`src/sv/mtg_pkg.sv`:
```
`timescale 1ns / 1ps
// mtg_pkg: shared constants, types and state codes of the mt19937 generator
package mtg_pkg;

    localparam int STATE_WORDS   = 624;
    localparam int MIDDLE_OFFSET = 397;
    localparam int WORD_W        = 32;
    localparam int IDX_W         = $clog2(STATE_WORDS);

    typedef logic [WORD_W-1:0] t_word;
    typedef logic [IDX_W-1:0]  t_idx;

    localparam t_word TWIST_MATRIX = 32'h9908_B0DF;
    localparam t_word SEED_MULT    = 32'd69069;
    localparam t_word TEMPER_B     = 32'h9D2C_5680;
    localparam t_word TEMPER_C     = 32'hEFC6_0000;
    localparam t_word DEFAULT_SEED = 32'd4357;
    localparam t_word UPPER_MASK   = 32'h8000_0000;
    localparam t_word LOWER_MASK   = 32'h7FFF_FFFF;

    localparam t_idx LAST_IDX = t_idx'(STATE_WORDS - 1);

    typedef enum logic [1:0] {
        S_SEED,
        S_IDLE,
        S_CALC
    } t_state;

endpackage

```
`src/sv/mtg_twist_unit.sv`:
```
`timescale 1ns / 1ps
// mtg_twist_unit: twist of one state word and tempering of the result
module mtg_twist_unit (
    input  mtg_pkg::t_word i_cur,
    input  mtg_pkg::t_word i_nxt,
    input  mtg_pkg::t_word i_mid,
    output mtg_pkg::t_word o_twisted,
    output mtg_pkg::t_word o_tempered
);

    mtg_pkg::t_word mixed;
    mtg_pkg::t_word w;
    mtg_pkg::t_word y1;
    mtg_pkg::t_word y2;
    mtg_pkg::t_word y3;

    always_comb begin
        mixed = (i_cur & mtg_pkg::UPPER_MASK) | (i_nxt & mtg_pkg::LOWER_MASK);
        w     = i_mid ^ (mixed >> 1) ^ (i_nxt[0] ? mtg_pkg::TWIST_MATRIX : '0);
        y1    = w ^ (w >> 11);
        y2    = y1 ^ ((y1 << 7) & mtg_pkg::TEMPER_B);
        y3    = y2 ^ ((y2 << 15) & mtg_pkg::TEMPER_C);
    end

    assign o_twisted  = w;
    assign o_tempered = y3 ^ (y3 >> 18);

endmodule
```
`config.mk`:
```
export PLATFORM = sky130hd
export DESIGN_NAME = mtg_twist_unit
export DESIGN_NICKNAME = d
export VERILOG_FILES = /design/src/sv/mtg_pkg.sv /design/src/sv/mtg_twist_unit.sv
export SDC_FILE = /design/constraint.sdc
export NUM_CORES = 1
export LEC_CHECK = 0
export BUFFER_PORTS_ARGS = -buffer_cell sky130_fd_sc_hd__buf_2
export CAP_MARGIN = 10
export CORE_AREA = 2 2 63 65
export DETAILED_ROUTE_END_ITERATION = 8
export DIE_AREA = 0 0 65 67
export GPL_TIMING_DRIVEN = 0
export PLACE_DENSITY = 0.89
export SYNTH_ARGS = -nofsm -noshare
export SYNTH_HDL_FRONTEND = slang
export SYNTH_SLANG_ARGS = --single-unit
```
`constraint.sdc`:
```
create_clock -name vclk -period 3.8
set_clock_uncertainty 0.2 [all_clocks]
set_input_delay 0.19 -clock vclk [all_inputs]
set_output_delay 0.19 -clock vclk [all_outputs]
set_load 0.01 [all_outputs]
```
## After elaboration in Yosys (flattened, before gate mapping)

Index checks and enable logic that the tools add are counted.

| word-level totals | value |
|---|---|
| register bits after elaboration | 0 |
| input port bits | 96 |
| output and inout bits | 64 |
| word-level logic and storage cells | 8 |

| cells by class | value |
|---|---|
| multiplexer cells | 1 |
| bitwise operators | 7 |

Operators by type and width:

| cell | number |
|---|---|
| 32-bit bitwise XOR | 3 |
| 32-bit 2-to-1 mux | 1 |
| 32-bit by 31-bit bitwise OR with 32-bit output | 1 |
| 32-bit by 14-bit bitwise XOR with 32-bit output | 1 |
| 32-bit by 21-bit bitwise XOR with 32-bit output | 1 |
| 32-bit by 31-bit bitwise XOR with 32-bit output | 1 |

## Logic depth before layout (Yosys ltp)

| logic depth | value |
|---|---|
| depth in word-level cells | 7 |
| mapped depth | 5 |
| mapped depth without buffers | 4 |

## Least setup slack after synthesis

No wires, ideal clock.

| timing | value |
|---|---|
| path kind | input to output |
| from | in i_nxt[17] |
| to | out o_tempered[9] |
| data arrival time | 1.651 ns |
| setup slack | 1.759 ns |
| stages | 4 |
| buffers on the path | 0 |
| cells stage by stage | xor2_1 xnor2_1 xnor3_1 xnor2_1 |

| on the way | value |
|---|---|
| cells in the longest elaborated chain, start to end | 7 |

Ends and longest elaborated chain:

| item | line | text |
|---|---|---|
| start, declared | mtg_twist_unit.sv:5 | `input mtg_pkg::t_word i_nxt,` |
| 32-bit by 31-bit bitwise OR with 32-bit output | mtg_twist_unit.sv:18 | `mixed = (i_cur & mtg_pkg::UPPER_MASK) \| (i_nxt & mtg_pkg::LOWER_MASK);` |
| 32-bit by 31-bit bitwise XOR with 32-bit output | mtg_twist_unit.sv:19 | `w = i_mid ^ (mixed >> 1) ^ (i_nxt[0] ? mtg_pkg::TWIST_MATRIX : '0);` |
| 32-bit bitwise XOR | mtg_twist_unit.sv:19 |  |
| 32-bit by 21-bit bitwise XOR with 32-bit output | mtg_twist_unit.sv:20 | `y1 = w ^ (w >> 11);` |
| 32-bit bitwise XOR | mtg_twist_unit.sv:21 | `y2 = y1 ^ ((y1 << 7) & mtg_pkg::TEMPER_B);` |
| 32-bit bitwise XOR | mtg_twist_unit.sv:22 | `y3 = y2 ^ ((y2 << 15) & mtg_pkg::TEMPER_C);` |
| 32-bit by 14-bit bitwise XOR with 32-bit output | mtg_twist_unit.sv:26 | `assign o_tempered = y3 ^ (y3 >> 18);` |
| end, declared | mtg_twist_unit.sv:8 | `output mtg_pkg::t_word o_tempered` |

No other way between the ends.

## Worst setup path after layout

| timing | value |
|---|---|
| from | in i_nxt[12] |
| to | out o_tempered[0] |

Same word-level chain as after synthesis.

==> results.sh <==
export IMPL_run_status="complete, no violations"
export IMPL_core_mm2=0.00361
export IMPL_yosys_top_cells_area="xnor2_1 (40%), xor2_1 (26%), xnor3_1 (14%)"
export IMPL_start_kind="input pin"
export IMPL_final_common_cell="buf_2"
export IMPL_grt_pass1_wl_mm=4.66
export IMPL_endpoint_kind="output port"
export IMPL_cap_viol_max_count=0
export IMPL_syn_area_mm2=0.00115
export IMPL_slew_headroom_pct=68.8
export IMPL_drt_iter0_drc=9
export IMPL_setup_viol=0
export IMPL_finalMaxSlewViolations=0
export IMPL_area_growth_syn_to_layout_pct=60.4
export IMPL_crit_fanout=4
export IMPL_critical_path_class="in2out"
export IMPL_dp_final_hpwl_mm=2.95
export IMPL_p_per_area_mw_per_mm2=442
export IMPL_yosys_area_top_type_share_pct=40.3
export IMPL_cp_common_cell="buf_2"
export IMPL_final_cell_mix="buf_2 (128), xnor2_1 (53), xor2_1 (34)"
export IMPL_avgSynthCellArea_um2=10.3
export IMPL_yosysUniqueCellTypes=12
export IMPL_io_pins=160
export IMPL_hold_ws_ns=0.474
export IMPL_grt_ovfl_total=0
export IMPL_drive_gt1_share_pct=56.9
export IMPL_min_from="i_mid[5]"
export IMPL_worstMarginPinSlew_ns=0.465
export IMPL_drt_wl_total_mm=3.16
export IMPL_die_area_mm2=0.00436
export IMPL_drc=0
export IMPL_yosysTopAreaCell="xnor2_1"
export IMPL_viasPerCell=4.14
export IMPL_placementRows=22
export IMPL_cp_slowest_cell="xor3_1"
export IMPL_vias=1188
export IMPL_final_nets=337
export IMPL_hp_class="in2out"
export IMPL_required_ns=3.41
export IMPL_timing_final_hold_violations=0
export IMPL_postCtsHoldBufs=0
export IMPL_power_leakage_nw=1.01
export IMPL_synth_cells=112
export IMPL_initial_utilization_pct=31.9
export IMPL_synth_nets=208
export IMPL_gp_congestion=0.712
export IMPL_cp_cell_sequence="buf_2 -> xnor2_1 -> xor3_1 -> xnor2_2 -> xnor3_1 -> buf_2"
export IMPL_first_pass_iters=4
export IMPL_ys_warn_count=0
export IMPL_antenna_found_initial=0
export IMPL_num_clock_buffers=0
export IMPL_setup_tns_ns=0
export IMPL_fin_util_pct=51.2
export IMPL_rsz0062_at_grt="no"
export IMPL_grt_use_total_pct=13.4
export IMPL_ant_nets=0
export IMPL_port_buffers=127
export IMPL_grt_pass1_vias=1110
export IMPL_die_w_um=65
export IMPL_grt_max_degree=11
export IMPL_fin_crit_sh_pct=59.9
export IMPL_cts_repair_resized=0
export IMPL_antennaDiodeCount=0
export IMPL_fmax_mhz=439
export IMPL_cp_arrival_ns=1.89
export IMPL_wl_per_cell_um=11.0
export IMPL_cp_startpoint="i_nxt[12]"
export IMPL_critPathMaxStageDelay_ns=0.48
export IMPL_min_period_ns=2.28
export IMPL_yosysSeqAreaShare_pct=0
export IMPL_seq_cells=0
export IMPL_postCtsSetupBuffers=0
export IMPL_max_vdd_ir_drop_mv=0.250
export IMPL_die_h_um=67
export IMPL_seq_area_um2=0
-- area by class of cell --
type | instances | area, um^2
inverter | 8 | 30.0
multi-input combinational | 102 | 1100
buffer | 2 | 16.3
timing repair buffer | 127 | 636
tap | 48 | 60.1
fill | 360 | 1760
-- synth_stat cells --
library cell / instances
xnor2_2: 1
xor2_4: 2
xor3_2: 2
xor2_1: 34
buf_6: 1
xnor3_1: 7
inv_1: 8
xnor2_1: 53
xor2_2: 1
xnor3_2: 1
buf_2: 1
xor3_1: 1
-- through the flow --
stage / std cells / cell area, um^2 / setup slack, ns / total power [mW]
floorplan: 112 / 1150 / 1.76 / 0.527
global placement: 287 / 1850 / 1.56 / 0.814
detailed placement: 287 / 1850 / 1.50 / 0.825
CTS: 287 / 1850 / 1.50 / 0.829
global route: 287 / 1850 / 1.42 / 0.884
finish: 287 / 1850 / 1.52 / 0.815
-- worst paths after layout --
check             cells past startpoint  slack (ns)             to
setup / recovery                      6        1.52  o_tempered[0]
hold / removal                        3        0.47   o_twisted[5]
-- kinds of logic after synthesis --
logic type	count (synthesis)	synth area share [%]
buf+inv	10	4.02
xor+xnor	102	96.0
-- worst max-delay path, delay by kind of cell --
kind,cells,cell delay [ns]
buf+inv,2,0.25
xor+xnor,4,1.45
-- routing by layer --
metal,track usage (%),up-vias,share of wire [%]
met5,0,-,0
met4,0,0,0
met3,0.676,0,8.2
met2,28.9,71,56
met1,15.0,525,36
li1,-,592,-
-- report_power, final --
group,switching (mW),internal [mW]
logic,0.410,0.405
clock network,0,0
registers,0,0
total,0.410,0.405
(Power assumes the default switching activity.)
